`src/sv/adsr_pkg.sv`:
```
package adsr_pkg;

  // Field widths.
  localparam int CMD_W    = 2;
  localparam int CHAN_W   = 3;
  localparam int KNOB_W   = 10;
  localparam int LEVEL_W  = 8;
  localparam int PHASE_W  = 3;
  localparam int DIR_W    = 2;
  localparam int PERIOD_W = 12;
  localparam int ERR_W    = 14;

  // Parameter defaults.
  localparam int SMOOTH_WEIGHT_DEF = 6;
  localparam int TICKS_DEF         = 4;

  // Knob file.
  localparam int NUM_KNOBS = 5;
  localparam int KNOB_ATTACK    = 0;
  localparam int KNOB_DECAY     = 1;
  localparam int KNOB_SUS_LEVEL = 2;
  localparam int KNOB_SUS_TIME  = 3;
  localparam int KNOB_RELEASE   = 4;

  localparam logic [LEVEL_W-1:0] LEVEL_MAX = 8'hFF;

  // Command codes.
  localparam logic [CMD_W-1:0] CMD_TRIGGER = 2'd0;
  localparam logic [CMD_W-1:0] CMD_TICK    = 2'd1;
  localparam logic [CMD_W-1:0] CMD_KNOB    = 2'd2;

  // Envelope phase codes.
  localparam logic [PHASE_W-1:0] PH_IDLE    = 3'd0;
  localparam logic [PHASE_W-1:0] PH_ATTACK  = 3'd1;
  localparam logic [PHASE_W-1:0] PH_DECAY   = 3'd2;
  localparam logic [PHASE_W-1:0] PH_SUSTAIN = 3'd3;
  localparam logic [PHASE_W-1:0] PH_RELEASE = 3'd4;

  // Ramp direction codes.
  localparam logic [DIR_W-1:0] DIR_NONE = 2'd0;
  localparam logic [DIR_W-1:0] DIR_UP   = 2'd1;
  localparam logic [DIR_W-1:0] DIR_DOWN = 2'd2;

  // Controller states.
  typedef enum logic [2:0] {
    S_IDLE,
    S_DECODE,
    S_DIV,
    S_RAMP,
    S_TIMER,
    S_DONE
  } ctl_state_t;

  // Commands from the controller to the datapath.
  typedef struct packed {
    logic load_in;
    logic trigger;
    logic div_init;
    logic div_step;
    logic ramp_sub;
    logic ramp_step;
    logic timer_step;
    logic load_out;
  } dp_cmd_t;

  // Status from the datapath to the controller.
  typedef struct packed {
    logic [CMD_W-1:0] cmd;
    logic             ch_ok;
    logic             ramp_on;
    logic             err_neg;
  } dp_status_t;

endpackage

```
`src/sv/adsr_envelope_generator_unit.sv`:
```
// From input transfer to out_valid the controller passes IDLE and DECODE, then: for a trigger
// DONE; for a knob sample on a valid channel DIV (weighted sum, then reciprocal multiply) and
// DONE; for a PWM tick without a ramp TIMER and DONE, or with a ramp RAMP once per level step
// (at most 64), then TIMER and DONE; for other commands DONE. DONE waits while a result is unread.
// A new item is taken only in IDLE; the next item is taken while a result waits.
// Reset (rst_n low at a clock edge) clears knobs, phase, level, ramp, timer and handshake state.
module adsr_envelope_generator_unit
  import adsr_pkg::*;
#(
  parameter int SMOOTH_WEIGHT        = SMOOTH_WEIGHT_DEF,
  parameter int TICKS_PER_TIMER_STEP = TICKS_DEF
) (
  input  logic               clk,
  input  logic               rst_n,
  input  logic               in_valid,
  output logic               in_ready,
  input  logic [CMD_W-1:0]   in_cmd,
  input  logic [CHAN_W-1:0]  in_knob_channel,
  input  logic [KNOB_W-1:0]  in_knob_sample,
  output logic               out_valid,
  input  logic               out_ready,
  output logic [LEVEL_W-1:0] out_level,
  output logic [PHASE_W-1:0] out_phase,
  output logic               out_active
);

  dp_cmd_t    ctl;
  dp_status_t st;

  // Sequencer.
  adsr_ctrl u_ctrl (
    .clk       (clk),
    .rst_n     (rst_n),
    .in_valid  (in_valid),
    .in_ready  (in_ready),
    .out_valid (out_valid),
    .out_ready (out_ready),
    .st        (st),
    .ctl       (ctl)
  );

  // Envelope state, divider, ramp and timer.
  adsr_datapath #(
    .SMOOTH_WEIGHT        (SMOOTH_WEIGHT),
    .TICKS_PER_TIMER_STEP (TICKS_PER_TIMER_STEP)
  ) u_datapath (
    .clk             (clk),
    .rst_n           (rst_n),
    .in_cmd          (in_cmd),
    .in_knob_channel (in_knob_channel),
    .in_knob_sample  (in_knob_sample),
    .ctl             (ctl),
    .st              (st),
    .out_level       (out_level),
    .out_phase       (out_phase),
    .out_active      (out_active)
  );

endmodule

```
`src/sv/adsr_ctrl.sv`:
```
module adsr_ctrl
  import adsr_pkg::*;
(
  input  logic       clk,
  input  logic       rst_n,
  input  logic       in_valid,
  output logic       in_ready,
  output logic       out_valid,
  input  logic       out_ready,
  input  dp_status_t st,
  output dp_cmd_t    ctl
);

  ctl_state_t state_r, state_nxt;
  logic       out_valid_r, out_valid_nxt;

  // State and output valid registers.
  always_ff @(posedge clk) begin
    if (!rst_n) begin
      state_r     <= S_IDLE;
      out_valid_r <= 1'b0;
    end else begin
      state_r     <= state_nxt;
      out_valid_r <= out_valid_nxt;
    end
  end

  // Next state and datapath commands.
  always_comb begin
    state_nxt = state_r;
    ctl       = '0;
    case (state_r)
      S_IDLE: begin
        if (in_valid) begin
          ctl.load_in = 1'b1;
          state_nxt   = S_DECODE;
        end
      end
      S_DECODE: begin
        case (st.cmd)
          CMD_TRIGGER: begin
            ctl.trigger = 1'b1;
            state_nxt   = S_DONE;
          end
          CMD_TICK: begin
            if (st.ramp_on) begin
              ctl.ramp_sub = 1'b1;
              state_nxt    = S_RAMP;
            end else begin
              state_nxt = S_TIMER;
            end
          end
          CMD_KNOB: begin
            if (st.ch_ok) begin
              ctl.div_init = 1'b1;
              state_nxt    = S_DIV;
            end else begin
              state_nxt = S_DONE;
            end
          end
          default: begin
            state_nxt = S_DONE;
          end
        endcase
      end
      S_DIV: begin
        // The reciprocal multiply finishes the smoothed value in this state.
        ctl.div_step = 1'b1;
        state_nxt    = S_DONE;
      end
      S_RAMP: begin
        // One level step per cycle while the error term is negative.
        if (st.err_neg) begin
          ctl.ramp_step = 1'b1;
        end else begin
          state_nxt = S_TIMER;
        end
      end
      S_TIMER: begin
        ctl.timer_step = 1'b1;
        state_nxt      = S_DONE;
      end
      S_DONE: begin
        if (!out_valid_r || out_ready) begin
          ctl.load_out = 1'b1;
          state_nxt    = S_IDLE;
        end
      end
      default: begin
        state_nxt = S_IDLE;
      end
    endcase
  end

  // The result register is full from load until its transfer.
  always_comb begin
    if (ctl.load_out) begin
      out_valid_nxt = 1'b1;
    end else if (out_ready) begin
      out_valid_nxt = 1'b0;
    end else begin
      out_valid_nxt = out_valid_r;
    end
  end

  assign in_ready  = (state_r == S_IDLE);
  assign out_valid = out_valid_r;

endmodule

```
`src/sv/adsr_datapath.sv`:
```
module adsr_datapath
  import adsr_pkg::*;
#(
  parameter int SMOOTH_WEIGHT        = SMOOTH_WEIGHT_DEF,
  parameter int TICKS_PER_TIMER_STEP = TICKS_DEF
) (
  input  logic               clk,
  input  logic               rst_n,
  input  logic [CMD_W-1:0]   in_cmd,
  input  logic [CHAN_W-1:0]  in_knob_channel,
  input  logic [KNOB_W-1:0]  in_knob_sample,
  input  dp_cmd_t            ctl,
  output dp_status_t         st,
  output logic [LEVEL_W-1:0] out_level,
  output logic [PHASE_W-1:0] out_phase,
  output logic               out_active
);

  // Division by the smoothing divisor as a multiply by a rounded-up reciprocal.
  localparam int DIVISOR  = SMOOTH_WEIGHT + 1;
  localparam int NUM_W    = KNOB_W + $clog2(DIVISOR);
  localparam int RECIP_SH = NUM_W + $clog2(DIVISOR);
  localparam int RECIP_W  = NUM_W + 1;
  localparam int PROD_W   = NUM_W + RECIP_W;
  localparam logic [RECIP_W-1:0] RECIP = RECIP_W'(((1 << RECIP_SH) + DIVISOR - 1) / DIVISOR);
  localparam int PS_W  = (TICKS_PER_TIMER_STEP > 1) ? $clog2(TICKS_PER_TIMER_STEP) : 1;
  localparam logic [PS_W-1:0] PS_LAST = PS_W'(TICKS_PER_TIMER_STEP - 1);

  // Attack, decay and release times never go below one.
  function automatic logic [KNOB_W-1:0] floor_one(input logic [KNOB_W-1:0] t);
    floor_one = (t == '0) ? KNOB_W'(1) : t;
  endfunction

  // Envelope state.
  logic [KNOB_W-1:0]   knob_r [NUM_KNOBS];
  logic [KNOB_W-1:0]   knob_nxt [NUM_KNOBS];
  logic [PHASE_W-1:0]  phase_r, phase_nxt;
  logic [LEVEL_W-1:0]  level_r, level_nxt;
  logic [LEVEL_W-1:0]  delta_r, delta_nxt;
  logic [DIR_W-1:0]    dir_r, dir_nxt;
  logic [PERIOD_W-1:0] period_r, period_nxt;
  logic [ERR_W-1:0]    error_r, error_nxt;
  logic [KNOB_W-1:0]   limit_r, limit_nxt;
  logic [KNOB_W-1:0]   pcount_r, pcount_nxt;
  logic [PS_W-1:0]     prescale_r, prescale_nxt;

  // Captured item, weighted sum and result register.
  logic [CMD_W-1:0]    cmd_r, cmd_nxt;
  logic [CHAN_W-1:0]   ch_r, ch_nxt;
  logic [KNOB_W-1:0]   sample_r, sample_nxt;
  logic [NUM_W-1:0]    num_r, num_nxt;
  logic [LEVEL_W-1:0]  out_level_r, out_level_nxt;
  logic [PHASE_W-1:0]  out_phase_r, out_phase_nxt;

  // Working signals.
  logic [KNOB_W-1:0]   knob_sel;
  logic [PROD_W-1:0]   prod;
  logic [KNOB_W-1:0]   quo;
  logic [KNOB_W-1:0]   pcount_inc;
  logic [KNOB_W-1:0]   t_fire;
  logic                ramp_load;
  logic [LEVEL_W-1:0]  ramp_tgt;
  logic [KNOB_W-1:0]   ramp_time;

  // Registers with a defined reset value.
  always_ff @(posedge clk) begin
    if (!rst_n) begin
      for (int k = 0; k < NUM_KNOBS; k++) begin
        knob_r[k] <= '0;
      end
      phase_r    <= PH_IDLE;
      level_r    <= '0;
      delta_r    <= '0;
      dir_r      <= DIR_NONE;
      period_r   <= '0;
      error_r    <= '0;
      limit_r    <= '0;
      pcount_r   <= '0;
      prescale_r <= '0;
    end else begin
      for (int k = 0; k < NUM_KNOBS; k++) begin
        knob_r[k] <= knob_nxt[k];
      end
      phase_r    <= phase_nxt;
      level_r    <= level_nxt;
      delta_r    <= delta_nxt;
      dir_r      <= dir_nxt;
      period_r   <= period_nxt;
      error_r    <= error_nxt;
      limit_r    <= limit_nxt;
      pcount_r   <= pcount_nxt;
      prescale_r <= prescale_nxt;
    end
  end

  // Payload registers.
  always_ff @(posedge clk) begin
    cmd_r       <= cmd_nxt;
    ch_r        <= ch_nxt;
    sample_r    <= sample_nxt;
    num_r       <= num_nxt;
    out_level_r <= out_level_nxt;
    out_phase_r <= out_phase_nxt;
  end

  // Knob selected by the captured channel.
  always_comb begin
    knob_sel = '0;
    for (int k = 0; k < NUM_KNOBS; k++) begin
      if (ch_r == CHAN_W'(k)) begin
        knob_sel = knob_r[k];
      end
    end
  end

  // Quotient of the weighted sum; exact over the whole range of the sum.
  assign prod = PROD_W'(num_r) * PROD_W'(RECIP);
  assign quo  = prod[RECIP_SH +: KNOB_W];

  assign pcount_inc = pcount_r + KNOB_W'(1);

  // Next-state logic for every datapath command.
  always_comb begin
    for (int k = 0; k < NUM_KNOBS; k++) begin
      knob_nxt[k] = knob_r[k];
    end
    phase_nxt     = phase_r;
    level_nxt     = level_r;
    delta_nxt     = delta_r;
    dir_nxt       = dir_r;
    period_nxt    = period_r;
    error_nxt     = error_r;
    limit_nxt     = limit_r;
    pcount_nxt    = pcount_r;
    prescale_nxt  = prescale_r;
    cmd_nxt       = cmd_r;
    ch_nxt        = ch_r;
    sample_nxt    = sample_r;
    num_nxt       = num_r;
    out_level_nxt = out_level_r;
    out_phase_nxt = out_phase_r;
    t_fire        = '0;
    ramp_load     = 1'b0;
    ramp_tgt      = '0;
    ramp_time     = '0;

    // Capture the item at its transfer.
    if (ctl.load_in) begin
      cmd_nxt    = in_cmd;
      ch_nxt     = in_knob_channel;
      sample_nxt = in_knob_sample;
    end

    // Trigger: restart attack from the present level.
    if (ctl.trigger) begin
      t_fire     = floor_one(knob_r[KNOB_ATTACK]);
      phase_nxt  = PH_ATTACK;
      pcount_nxt = '0;
      limit_nxt  = t_fire;
      ramp_load  = 1'b1;
      ramp_tgt   = LEVEL_MAX;
      ramp_time  = t_fire;
    end

    // Knob smoothing: old value times the weight plus the new sample.
    if (ctl.div_init) begin
      num_nxt = NUM_W'(knob_sel) * NUM_W'(SMOOTH_WEIGHT) + NUM_W'(sample_r);
    end

    // Store the smoothed value into the selected knob.
    if (ctl.div_step) begin
      for (int k = 0; k < NUM_KNOBS; k++) begin
        if (ch_r == CHAN_W'(k)) begin
          knob_nxt[k] = quo;
        end
      end
    end

    // Ramp: take the delta off the error, then step while it is negative.
    if (ctl.ramp_sub) begin
      error_nxt = error_r - ERR_W'(delta_r);
    end

    if (ctl.ramp_step) begin
      if (dir_r == DIR_UP) begin
        if (level_r != LEVEL_MAX) begin
          level_nxt = level_r + LEVEL_W'(1);
        end
      end else begin
        if (level_r != '0) begin
          level_nxt = level_r - LEVEL_W'(1);
        end
      end
      error_nxt = error_r + ERR_W'(period_r);
    end

    // Phase timer with prescaler; a firing moves the envelope on.
    if (ctl.timer_step && (phase_r != PH_IDLE)) begin
      if (prescale_r == PS_LAST) begin
        prescale_nxt = '0;
        if (pcount_inc >= limit_r) begin
          pcount_nxt = '0;
          case (phase_r)
            PH_ATTACK: begin
              t_fire    = floor_one(knob_r[KNOB_DECAY]);
              phase_nxt = PH_DECAY;
              limit_nxt = t_fire;
              ramp_load = 1'b1;
              ramp_tgt  = knob_r[KNOB_SUS_LEVEL][KNOB_W-1:2];
              ramp_time = t_fire;
            end
            PH_DECAY: begin
              phase_nxt = PH_SUSTAIN;
              limit_nxt = knob_r[KNOB_SUS_TIME];
              dir_nxt   = DIR_NONE;
            end
            PH_SUSTAIN: begin
              t_fire    = floor_one(knob_r[KNOB_RELEASE]);
              phase_nxt = PH_RELEASE;
              limit_nxt = t_fire;
              ramp_load = 1'b1;
              ramp_tgt  = '0;
              ramp_time = t_fire;
            end
            PH_RELEASE: begin
              phase_nxt = PH_IDLE;
              dir_nxt   = DIR_NONE;
              level_nxt = '0;
            end
            default: begin
            end
          endcase
        end else begin
          pcount_nxt = pcount_inc;
        end
      end else begin
        prescale_nxt = prescale_r + PS_W'(1);
      end
    end

    // Ramp setup: distance and direction from the present level.
    if (ramp_load) begin
      if (ramp_tgt > level_r) begin
        delta_nxt = ramp_tgt - level_r;
        dir_nxt   = DIR_UP;
      end else begin
        delta_nxt = level_r - ramp_tgt;
        dir_nxt   = DIR_DOWN;
      end
      period_nxt = {ramp_time, 2'b00};
      error_nxt  = ERR_W'({ramp_time, 1'b0});
    end

    // Result register.
    if (ctl.load_out) begin
      out_level_nxt = level_r;
      out_phase_nxt = phase_r;
    end
  end

  // Status to the controller.
  always_comb begin
    st.cmd      = cmd_r;
    st.ch_ok    = (ch_r < CHAN_W'(NUM_KNOBS));
    st.ramp_on  = (dir_r != DIR_NONE) && (period_r != '0);
    st.err_neg  = error_r[ERR_W-1];
  end

  assign out_level  = out_level_r;
  assign out_phase  = out_phase_r;
  assign out_active = (out_phase_r != PH_IDLE);

endmodule

```
`config.mk`:
```
export PLATFORM = sky130hd
export DESIGN_NAME = adsr_envelope_generator_unit
export DESIGN_NICKNAME = d
export VERILOG_FILES = /design/src/sv/adsr_pkg.sv /design/src/sv/adsr_envelope_generator_unit.sv /design/src/sv/adsr_ctrl.sv /design/src/sv/adsr_datapath.sv
export SDC_FILE = /design/constraint.sdc
export NUM_CORES = 1
export LEC_CHECK = 0
export BUFFER_PORTS_ARGS = -buffer_cell sky130_fd_sc_hd__buf_2
export CAP_MARGIN = 40
export CELL_PAD_IN_SITES_DETAIL_PLACEMENT = 0
export CELL_PAD_IN_SITES_GLOBAL_PLACEMENT = 1
export CORE_MARGIN = 8
export CORE_UTILIZATION = 49
export DETAILED_ROUTE_END_ITERATION = 7
export GPL_TIMING_DRIVEN = 0
export PLACE_DENSITY_LB_ADDON = 0.2
export SYNTH_ARGS = -nofsm -noshare
export SYNTH_HDL_FRONTEND = slang
export SYNTH_SLANG_ARGS = --single-unit
export TNS_END_PERCENT = 100
```
`constraint.sdc`:
```
create_clock -name clk -period 6.4 [get_ports clk]
set_input_delay 0.32 -clock clk [delete_from_list [all_inputs] [get_ports clk]]
set_output_delay 0.32 -clock clk [all_outputs]
set_load 0.01 [all_outputs]
```
# == Word level (Yosys, flattened, before mapping) ==
# Memory sizes are Yosys's and may differ from the RTL's.
# Index checks and enable logic that the tools add are counted.
# totals
regBits,110
mem_bits_rw,50
input_bits,19
output_inout_bits,14
wordCells,181
mem_count,1
# mem_list
memory,depth,width,rd,rd_ports_with_merged_regs,wr,line,text
u_datapath.knob_r,5,10,5,0,5,adsr_datapath.sv:35,logic [KNOB_W-1:0] knob_r [NUM_KNOBS];
# op_classes
n_addsub,9
n_mul,2
n_lt_le_gt_ge,3
n_eq_ne,21
mux,93
n_bitwise,6
reduce_logical,28
# op_table
cell,count
$mux 10,30
$mux 8,13
$mux 50,1
$logic_not 10->1,3
$pmux 10 s3,1
$mux 14,2
$mux 3,9
$mul 13x14->26 const B,1
$mux 1,23
$pmux 10 s2,1
$eq 3x2->1 const B,6
$mux 2,8
$pmux 8 s2,1
$sub 8x8->8,2
$pmux 3 s5,1
$add 14x12->14,1
$reduce_bool 2->1,7
$sub 14x8->14,1
$add 13x10->13,1
$eq 3x3->1 const B,4
$mul 10x2->12 const B,1
$pmux 3 s4,1
$reduce_bool 12->1,1
$mux 11,1
26 further kinds,42

# == Depth between registers and ports, before layout ==
# Gate-level depths: netlist (run 1).
# depth
ltp_word,12
ltp_mapped,25
mapped_depth_nobuf,24

# == Modules after synthesis ==
# Synthesis (run 1) repeated with hierarchy kept, for this count alone.
# unflattened
hier_cells,1413
hier_area_um2,12355.6
# modules_own_cells
module,instances,cells_per_inst,area_per_inst_um2,seq_area_each_um2
adsr_datapath,1,1364,11984.0,3513.4
adsr_ctrl,1,49,371.6,80.1

# == Worst setup path after synthesis (run 1) ==
# No wires, ideal clock.
# synth_timing
path_type,register to register
from,register u_datapath.pcount_r[0]
to,register u_datapath.delta_r[7]
setup_ns,0.132
t_arrival_ns,4.783
required_ns,6.268
path_slack_ns,1.485
stages_incl_launch_ff,26
n_path_buf,2
synth_period_minus_slack_ns,4.915
cell_sequence,dfxtp_1 > and3_1 > and3_1 > and3_1 > nand3_1 > xnor2_1 > ha_1 > nand4_1 > nor2_1 > o21ai_1 > o21ai_1 > nand3_1 > nor2_1 > a21oi_1 > inv_1 > ha_1 > buf_6 > a211o_1 > a31oi_4 > a21o_1 > buf_6 > mux2i_1 > nor2_1 > or4_1 > nand3_1 > a21oi_1
# synth_between
elab_chain_cells,7
elab_cells_between_ends,12
classes_between,add/sub: 3; order compare: 2; mux: 7
# synth_rtl
element,line,text
start: declaration,adsr_datapath.sv:44,"logic [KNOB_W-1:0] pcount_r, pcount_nxt;"
start signal: assignment,adsr_datapath.sv:91,pcount_r <= pcount_nxt;
$add 10x1->10 (*),adsr_datapath.sv:120,assign pcount_inc = pcount_r + KNOB_W'(1);
$ge 10x10->1 (*),adsr_datapath.sv:201,if (pcount_inc >= limit_r) begin
$mux 8,adsr_datapath.sv:201,
$mux 8,adsr_datapath.sv:199,if (prescale_r == PS_LAST) begin
$mux 8,adsr_datapath.sv:198,if (ctl.timer_step && (phase_r != PH_IDLE)) begin
$sub 8x8->8 (tied with other cells),adsr_datapath.sv:247,delta_nxt = level_r - ramp_tgt;
$mux 8,adsr_datapath.sv:243,if (ramp_tgt > level_r) begin
end signal: assignment,adsr_datapath.sv:86,delta_r <= delta_nxt;
end: declaration,adsr_datapath.sv:39,"logic [LEVEL_W-1:0] delta_r, delta_nxt;"
# Mark *: on every way between the ends. The rest lies on a longest branch, timed or not.
# A chain may end at the register's enable or synchronous reset.

# == Worst setup path after layout (run 1) ==
# Ends and elaborated chain as after synthesis.

==> run summary, run 1 <==
• time the worst path needs with I/O delays and setup: 5.68 ns
• clock tree root buffer cell: sky130_fd_sc_hd__clkbuf_16
• layout cell share with drive strength beyond 1: 7.59%
• number of core rows: 57
• initial drt markers: 716
• pin count of the biggest net entering global routing: 17
• number of different library cells in the post-synthesis netlist: 74
• Resized Gates After CTS: 0
• unrepaired setup endpoints after global routing: false
• share of synthesized flip-flops with an asynchronous set or reset: 0%
• worst-case clock buffer depth: 2
• count of warnings emitted by yosys: 0
• layout overhead on the synthesized area: 9.83%
• clock insertion delay at the later pin of the skew report: 0.45 ns
• GRT Util Overall: 23.5%
• largest driver fanout on the critical path: 9
• kind of end point of the critical path: flip-flop
• Die Footprint: 29700 um^2
• netlist area before placement: 12000 um^2
• smallest setup slack after layout: 0.716 ns
• Floorplan Core Area: 24200 um^2
• PD cells: 203 nW/um^2
• DIE HEIGHT: 172 um
• post-route clock period utilization: 88.8%
• outcome: finished, final reports clean
• Reg2Reg Setup Slack: 0.72 ns
• count of antenna-violating nets left after detailed routing: 0
• DP HPWL: 26.5 mm
• share of the yosys chip area belonging to registers: 30.0%
• number of input and output port buffers inserted: 31
• routed len/inst: 19.2 um
• slew of the pin with the lowest slew margin: 0.856 ns
• # fillers: 2259
• Chip Width: 172 um
• kind of start point of the critical path: flip-flop
• first-pass iteration count of the detailed router: 5
• Final Util: 54.4%
• starting density of the core: 49.5%
• Max IR drop VDD: 0.158 mV
• Layout Skew: 0.0220 ns
• Total Neg Setup Slack: 0 ns
• final-stage net count: 1625
• number of global-route vias before repair: 10.0k
• first-pass GRT wire length: 53.9 mm
• Setup WS pre-CTS: 0.757 ns
• depth of the CTS H-tree: 4
• count of inserted antenna diode cells: 0
• Mean Syn Cell Area: 8.73 um^2
• clock tree from TritonCTS: yes
• cell type with the highest aggregate area in the netlist: sky130_fd_sc_hd__dfxtp_1
• Setup-failing EPs final: 0
• LEAKAGE: 5.64 nW
• Vias: 10.2k
• Seq cells post-synth: 160
• most used flip-flop cell after synthesis: sky130_fd_sc_hd__dfxtp_1
• final routed wirelength across all metal layers: 33.8 mm
• data arrival at the endpoint of the critical path: 5.99 ns
• max-slew violation count: 0
• cell with the most instances after synthesis: sky130_fd_sc_hd__ha_1
• Hold Violations, Final: 0
• sequential standard cell area: 3590 um^2
• area post-placement: 12600 um^2
• ports placed on the boundary: 33
• Final Wtd Congestion: 0.941
• CTS sink count: 160
• hold crit path type: in -> reg
• Post CTS Setup Buffer Count: 0
• number of buffers inserted during clock tree synthesis: 17
• CTS clk-pin slew, worst paths: 0.08 ns
• area used by multi-input combinational logic: 7670 um^2
• number of synthesized flops with an enable pin: 39
• final hold slack: 0.0546 ns
• kind of critical path: reg -> reg
• total nets after synthesis: 1572
• DRC violations left: 0
• Crit path required time: 6.71 ns
• most frequent cells after synthesis: sky130_fd_sc_hd__ha_1 (150), sky130_fd_sc_hd__inv_1 (135), sky130_fd_sc_hd__nand2_1 (131)
• via density per instance: 5.80
• total of max-cap violations: 0
• cell count of the worst hold path: 1
• ranking of synthesized cells by area: sky130_fd_sc_hd__dfxtp_1 (20%), sky130_fd_sc_hd__ha_1 (16%), sky130_fd_sc_hd__edfxtp_1 (9.8%)
• initial antenna violation count: 0
• number of hold buffers added after cts: 0
• Max Fclk: 176 MHz
• cell count of the worst reg-to-reg path: 25
• instance count of the mapped netlist: 1371
• total gr overflow: 0
• Max transition margin: 42.5%
• proportion of netlist area held by the largest area contributor: 20.2%
• finished layout cell area: 13200 um^2
## layout by cell type, fill, tap and decap left out, types with 29 or more instances in the layout
cell type                  instances
sky130_fd_sc_hd__buf_2            39
sky130_fd_sc_hd__a21oi_1          92
sky130_fd_sc_hd__mux2i_1          29
sky130_fd_sc_hd__inv_1           135
sky130_fd_sc_hd__xnor2_1          37
sky130_fd_sc_hd__o21ai_0          58
sky130_fd_sc_hd__ha_1            150
sky130_fd_sc_hd__nor3_1           30
sky130_fd_sc_hd__nand2_1         131
sky130_fd_sc_hd__edfxtp_1         39
sky130_fd_sc_hd__o22ai_1          33
sky130_fd_sc_hd__nor2_1          108
sky130_fd_sc_hd__dfxtp_1         121
sky130_fd_sc_hd__clkbuf_1         34
sky130_fd_sc_hd__fa_1             32
## worst paths after layout
| path | start | to |
|---|---|---|
| max | u_datapath.pcount_r[0] | u_datapath.delta_r[7] |
| min | in_knob_sample[7] | u_datapath.sample_r[7] |
| max reg2reg | u_datapath.pcount_r[0] | u_datapath.delta_r[7] |
| min reg2reg | u_datapath.sample_r[0] | u_datapath.num_r[0] |
## state kept, by name, summed over array words and instances, names as in the netlist, 10 cells and up, named ones only
signal               flops
u_datapath.knob_r       50
u_datapath.error_r      13
u_datapath.num_r        13
u_datapath.limit_r      10
u_datapath.pcount_r     10
u_datapath.period_r     10
u_datapath.sample_r     10
## final cells by class
type	instances	area share [%]
buffer	47	1.52
clock buffer	18	3.42
clock inverter	14	1.09
inverter	136	3.88
multi-input combinational	1028	58.3
sequential	160	27.3
tap	324	3.08
timing repair buffer	34	1.35
## metal layers
| layer | GRT usage (%) | wire length [um] | vias up |
|---|---|---|---|
| li1 | - | - | 5002 |
| met3 | 3.88 | 1730 | 64 |
| met4 | 9.82 | 1210 | 0 |
| met1 | 29.5 | 15000 | 4861 |
| met5 | 0 | 0 | - |
| met2 | 39.5 | 15900 | 288 |
## metrics by stage
stage          instances  total power [mW]
2_1_floorplan       1371              1.48
3_3_place_gp        1726              1.64
3_5_place_dp        1729              1.64
4_1_cts             1761              2.70
5_1_grt             1761              2.80
6_report            1761              2.68
## where the power goes
group | switching, mW | internal, mW
sequential | 0.0165 | 1.06
combinational | 0.351 | 0.199
clock | 0.481 | 0.573
total | 0.848 | 1.83
## critical path, cell delays in order, from the launching register on
cell	delay [ns]
sky130_fd_sc_hd__dfxtp_1	0.40
sky130_fd_sc_hd__and3_1	0.25
sky130_fd_sc_hd__and3_1	0.26
sky130_fd_sc_hd__and3_1	0.26
sky130_fd_sc_hd__nand3_1	0.11
sky130_fd_sc_hd__xnor2_1	0.16
sky130_fd_sc_hd__ha_1	0.32
sky130_fd_sc_hd__nand4_1	0.12
sky130_fd_sc_hd__nor2_1	0.14
sky130_fd_sc_hd__o21ai_1	0.09
sky130_fd_sc_hd__o21ai_1	0.34
sky130_fd_sc_hd__nand3_1	0.16
sky130_fd_sc_hd__nor2_1	0.42
sky130_fd_sc_hd__a21oi_1	0.19
sky130_fd_sc_hd__inv_1	0.09
sky130_fd_sc_hd__ha_1	0.24
sky130_fd_sc_hd__buf_6	0.15
sky130_fd_sc_hd__a211o_1	0.32
sky130_fd_sc_hd__a31oi_4	0.21
sky130_fd_sc_hd__a21o_1	0.16
sky130_fd_sc_hd__buf_6	0.15
sky130_fd_sc_hd__mux2i_1	0.28
sky130_fd_sc_hd__nor2_1	0.10
sky130_fd_sc_hd__or4_1	0.50
sky130_fd_sc_hd__nand3_1	0.09
sky130_fd_sc_hd__a21oi_1	0.06
## cell families (layout without fill, tap and decap cells)
group,count (synthesis),count (layout),share of synthesized area [%]
multiplexers,46,46,4.77
adder cells (fa/ha/maj),182,182,21.0
XOR/XNOR,57,57,4.17
flip-flops,160,160,30.0
buffers and inverters,183,249,5.93
AO/OA/AOI/OAI,345,345,18.5
AND/OR/NAND/NOR,398,398,15.6
Power figures use the tool's default switching activity.
==> run 2: changes to the inputs <==
ABC_AREA = 1   (was unset)
CORE_UTILIZATION = 47   (was 49)
==> run 2 against run 1 <==
Cell count up 37%; setup slack better by 0.63 ns; via count up 23%; clock power up 9%; clock-buffer cell count up 1; synthesized area up 13%; sequential power about the same; first-iteration DRC count up 36%; critical path type unchanged; largest power group is now combinational logic.
==> run summary, run 2 <==
• outcome: finished, final reports clean
• commonest cells after routing, fill and taps aside: sky130_fd_sc_hd__nand2_1 (427), sky130_fd_sc_hd__inv_1 (378), sky130_fd_sc_hd__nor2_1 (164)
• unrepaired setup endpoints after global routing: false
• clock tree root buffer cell: sky130_fd_sc_hd__clkbuf_16
• CP Capture Point: u_datapath.delta_r[7]
• Crit path required time: 6.72 ns, about the same
• most common cell after layout, fill and taps aside: sky130_fd_sc_hd__nand2_1
• ranking of synthesized cells by area: sky130_fd_sc_hd__dfxtp_1 (18%), sky130_fd_sc_hd__ha_1 (14%), sky130_fd_sc_hd__nand2_1 (12%)
• cell with the most instances after synthesis: sky130_fd_sc_hd__nand2_1
• mux share of post-synthesis cell area: 0%, -4.8 points
• Final Wtd Congestion: 0.960, +2.0%
• kind of critical path: reg -> reg
• slowest cell on the critical path: sky130_fd_sc_hd__dfxtp_1
• finished layout cell area: 14800 um^2, +12%
• library cell appearing most often on the critical path: sky130_fd_sc_hd__nand2_1
• Setup-failing EPs final: 0, unchanged
• portion of total power attributed to sequential cells: 32.4%, -7.7 points
• starting density of the core: 47.3%, -2.2 points
• data arrival at the endpoint of the critical path: 5.38 ns, -0.61 ns
• most frequent cells after synthesis: sky130_fd_sc_hd__nand2_1 (427), sky130_fd_sc_hd__inv_1 (378), sky130_fd_sc_hd__nor2_1 (165)
• design internal power: 2.12 mW, +16%
• share of the yosys chip area belonging to registers: 26.7%, -3.4 points
• time the worst path needs with I/O delays and setup: 5.05 ns, -0.630 ns
• total gr overflow: 0, unchanged
• routed len/inst: 16.6 um, -13%
• netlist area before placement: 13500 um^2, +13%
• max-slew violation count: 0, unchanged
• LEAKAGE: 7.38 nW, +31%
• cell type with the highest aggregate area in the netlist: sky130_fd_sc_hd__dfxtp_1
• largest registers: u_datapath.knob_r: 50 flops, u_datapath.error_r: 13 flops, u_datapath.num_r: 13 flops
• number of buffers inserted during clock tree synthesis: 17, unchanged
• CP peak stage delay: 0.48 ns, -0.02 ns
• Total Neg Setup Slack: 0 ns, unchanged
• DRC violations left: 0, unchanged
• Chip Width: 185 um, +7.6%
• share of power burned in the clock network: 33.9%, -5.5 points
• number of global-route vias before repair: 11.7k, +17%
• area share of fa/ha/maj cells after synthesis: 18.7%, -2.3 points
• worst-case clock buffer depth: 2, unchanged
• combinational power share: 33.7%, +13 points
• Max transition margin: 44.1%, +1.6 points
• Layout Skew: 0.0102 ns, -0.0118 ns
• sequential standard cell area: 3590 um^2, unchanged
• area used by multi-input combinational logic: 8230 um^2, +7.3%
• number of core rows: 62, +8.8%
• PD cells: 228 nW/um^2, +12%
• number of synthesized flops with an enable pin: 39, unchanged
• largest driver fanout on the critical path: 10, +1
• Seq cells post-synth: 160, unchanged
• Max IR drop VDD: 0.139 mV, -12%
• beginning of the worst register-to-register path: u_datapath.pcount_r[0]
• Hold Violations, Final: 0, unchanged
• layout cell share with drive strength beyond 1: 6.48%, -1.1 points
• count of antenna-violating nets left after detailed routing: 0, unchanged
• pin count of the biggest net entering global routing: 17, unchanged
• clock tree from TritonCTS: yes
• Reg2Reg Setup Slack: 1.35 ns, +0.63 ns
• Max Fclk: 198 MHz, +12%
• CTS clk-pin slew, worst paths: 0.07 ns, about the same
• smallest setup slack after layout: 1.35 ns, +0.630 ns
• Floorplan Core Area: 28500 um^2, +18%
• fraction of the mapped netlist area in simple logic gates: 26.0%, +10 points
• most used flip-flop cell after synthesis: sky130_fd_sc_hd__dfxtp_1
• final-stage net count: 2211, +36%
• slew of the pin with the lowest slew margin: 0.835 ns, -0.0209 ns
• count of warnings emitted by yosys: 0, unchanged
• Switching Fraction: 37.2%, +5.5 points
• net switching component of the power: 1.26 mW, +48%
• DIE HEIGHT: 185 um, +7.6%
• post-route clock period utilization: 79.0%, -9.8 points
• xor-xnor portion of the synthesized cell area: 2.99%, -1.2 points
• Mean Syn Cell Area: 6.89 um^2, -21%
• largest reg by FF count: u_datapath.knob_r
• via density per instance: 5.22, -9.9%
• Vias: 12.6k, +23%
• first-pass GRT wire length: 62.9 mm, +17%
• total nets after synthesis: 2157, +37%
• hold crit path type: in -> reg
• total of max-cap violations: 0, unchanged
• Crit. Startpoint: u_datapath.pcount_r[0]
• proportion of netlist area held by the largest area contributor: 18.0%, -2.3 points
• clock insertion delay at the later pin of the skew report: 0.44 ns, about the same
• cell count of the worst reg-to-reg path: 29, +16%
• Die Footprint: 34400 um^2, +16%
• GRT Util Overall: 23.6%, +0.13 points
• first-pass iteration count of the detailed router: 6, +1
• share of synthesized flip-flops with an asynchronous set or reset: 0%, unchanged
• initial drt markers: 972, +36%
• final routed wirelength across all metal layers: 40.0 mm, +18%
• depth of the CTS H-tree: 4, unchanged
• number of input and output port buffers inserted: 32, +3.2%
• Largest register FFs: 50, unchanged
• kind of end point of the critical path: flip-flop
• kind of start point of the critical path: flip-flop
• instance count of the mapped netlist: 1956, +43%
• # fillers: 2967, +31%
• area post-placement: 14200 um^2, +13%
• count of inserted antenna diode cells: 0, unchanged
• Setup WS pre-CTS: 1.42 ns, +0.662 ns
• Resized Gates After CTS: 0, unchanged
• number of hold buffers added after cts: 0, unchanged
• CTS sink count: 160, unchanged
• ports placed on the boundary: 33, unchanged
• DP HPWL: 32.8 mm, +24%
• Post CTS Setup Buffer Count: 0, unchanged
• layout overhead on the synthesized area: 9.75%, about the same
• largest family of logic cells by synthesized area: simple AND/OR/NAND/NOR gates
• Reg2Reg Capture Point: u_datapath.delta_r[7]
• initial antenna violation count: 0, unchanged
• Compound-Gate Fraction of Synth Area: 13.4%, -5.1 points
• number of different library cells in the post-synthesis netlist: 54, -27%
## run 2: metal layers
metal	GRT usage [%]	wire length, um
met1	33.7	19800
met2	36.5	17000
met3	3.26	2370
met4	6.88	784
met5	1.18	58
## run 2: cell type report
cell class / count / area share (%)
clock buffers: 19 / 2.93
clock inverters: 13 / 1.40
inverters: 393 / 9.98
flip-flops and latches: 160 / 24.3
multi-input cells: 1368 / 55.6
plain buffers: 35 / 1.23
repair buffers: 35 / 1.29
well taps: 384 / 3.25
## run 2: worst min-delay path by stage
| stage | start | cells after the start | to |
|---|---|---|---|
| floorplan | u_datapath.sample_r[0] | 0 | u_datapath.num_r[0] |
| global placement | u_datapath.sample_r[0] | 0 | u_datapath.num_r[0] |
| detailed placement | u_datapath.sample_r[0] | 0 | u_datapath.num_r[0] |
| CTS | in_knob_sample[7] | 1 | u_datapath.sample_r[7] |
| global route | in_cmd[0] | 1 | u_datapath.cmd_r[0] |
| finish | in_cmd[0] | 1 | u_datapath.cmd_r[0] |
## run 2: cells by family (layout without fill, tap and decap cells)
| logic type | after synthesis | after routing |
|---|---|---|
| DFF | 160 | 160 |
| and+or+nand+nor | 813 | 813 |
| xor gates and xnor gates | 46 | 46 |
| buffers and inverters | 428 | 495 |
| AOI/OAI and AO/OA | 327 | 327 |
| adders and majority gates | 182 | 182 |
## run 2: through the flow
stage               util [%]  std cells  hold WS (ns)  power [mW]
finish                  52.0       2407        0.0526        3.37
global route            52.0       2407        0.0409        3.57
CTS                     52.0       2407        0.0397        3.38
floorplan                  -       1956         0.400        1.90
detailed placement      49.7       2375         0.414        2.24
global placement        49.6       2372         0.405        2.23
## run 2: worst max-delay path, delay by kind of cell, from the launching register on
kind | cells | cell delay, ns
xor gates and xnor gates | 1 | 0.16
DFF | 1 | 0.48
AOI/OAI and AO/OA | 2 | 0.24
and+or+nand+nor | 17 | 2.23
buffers and inverters | 5 | 0.72
adders and majority gates | 4 | 1.11
## run 2: power by group through the flow
| stage | logic (mW) | clock network [mW] | registers (mW) |
|---|---|---|---|
| CTS | 1.13 | 1.16 | 1.09 |
| floorplan | 0.790 | 0 | 1.11 |
| global route | 1.28 | 1.19 | 1.10 |
| detailed placement | 1.12 | 0 | 1.12 |
| global placement | 1.11 | 0 | 1.12 |
| finish | 1.14 | 1.14 | 1.09 |
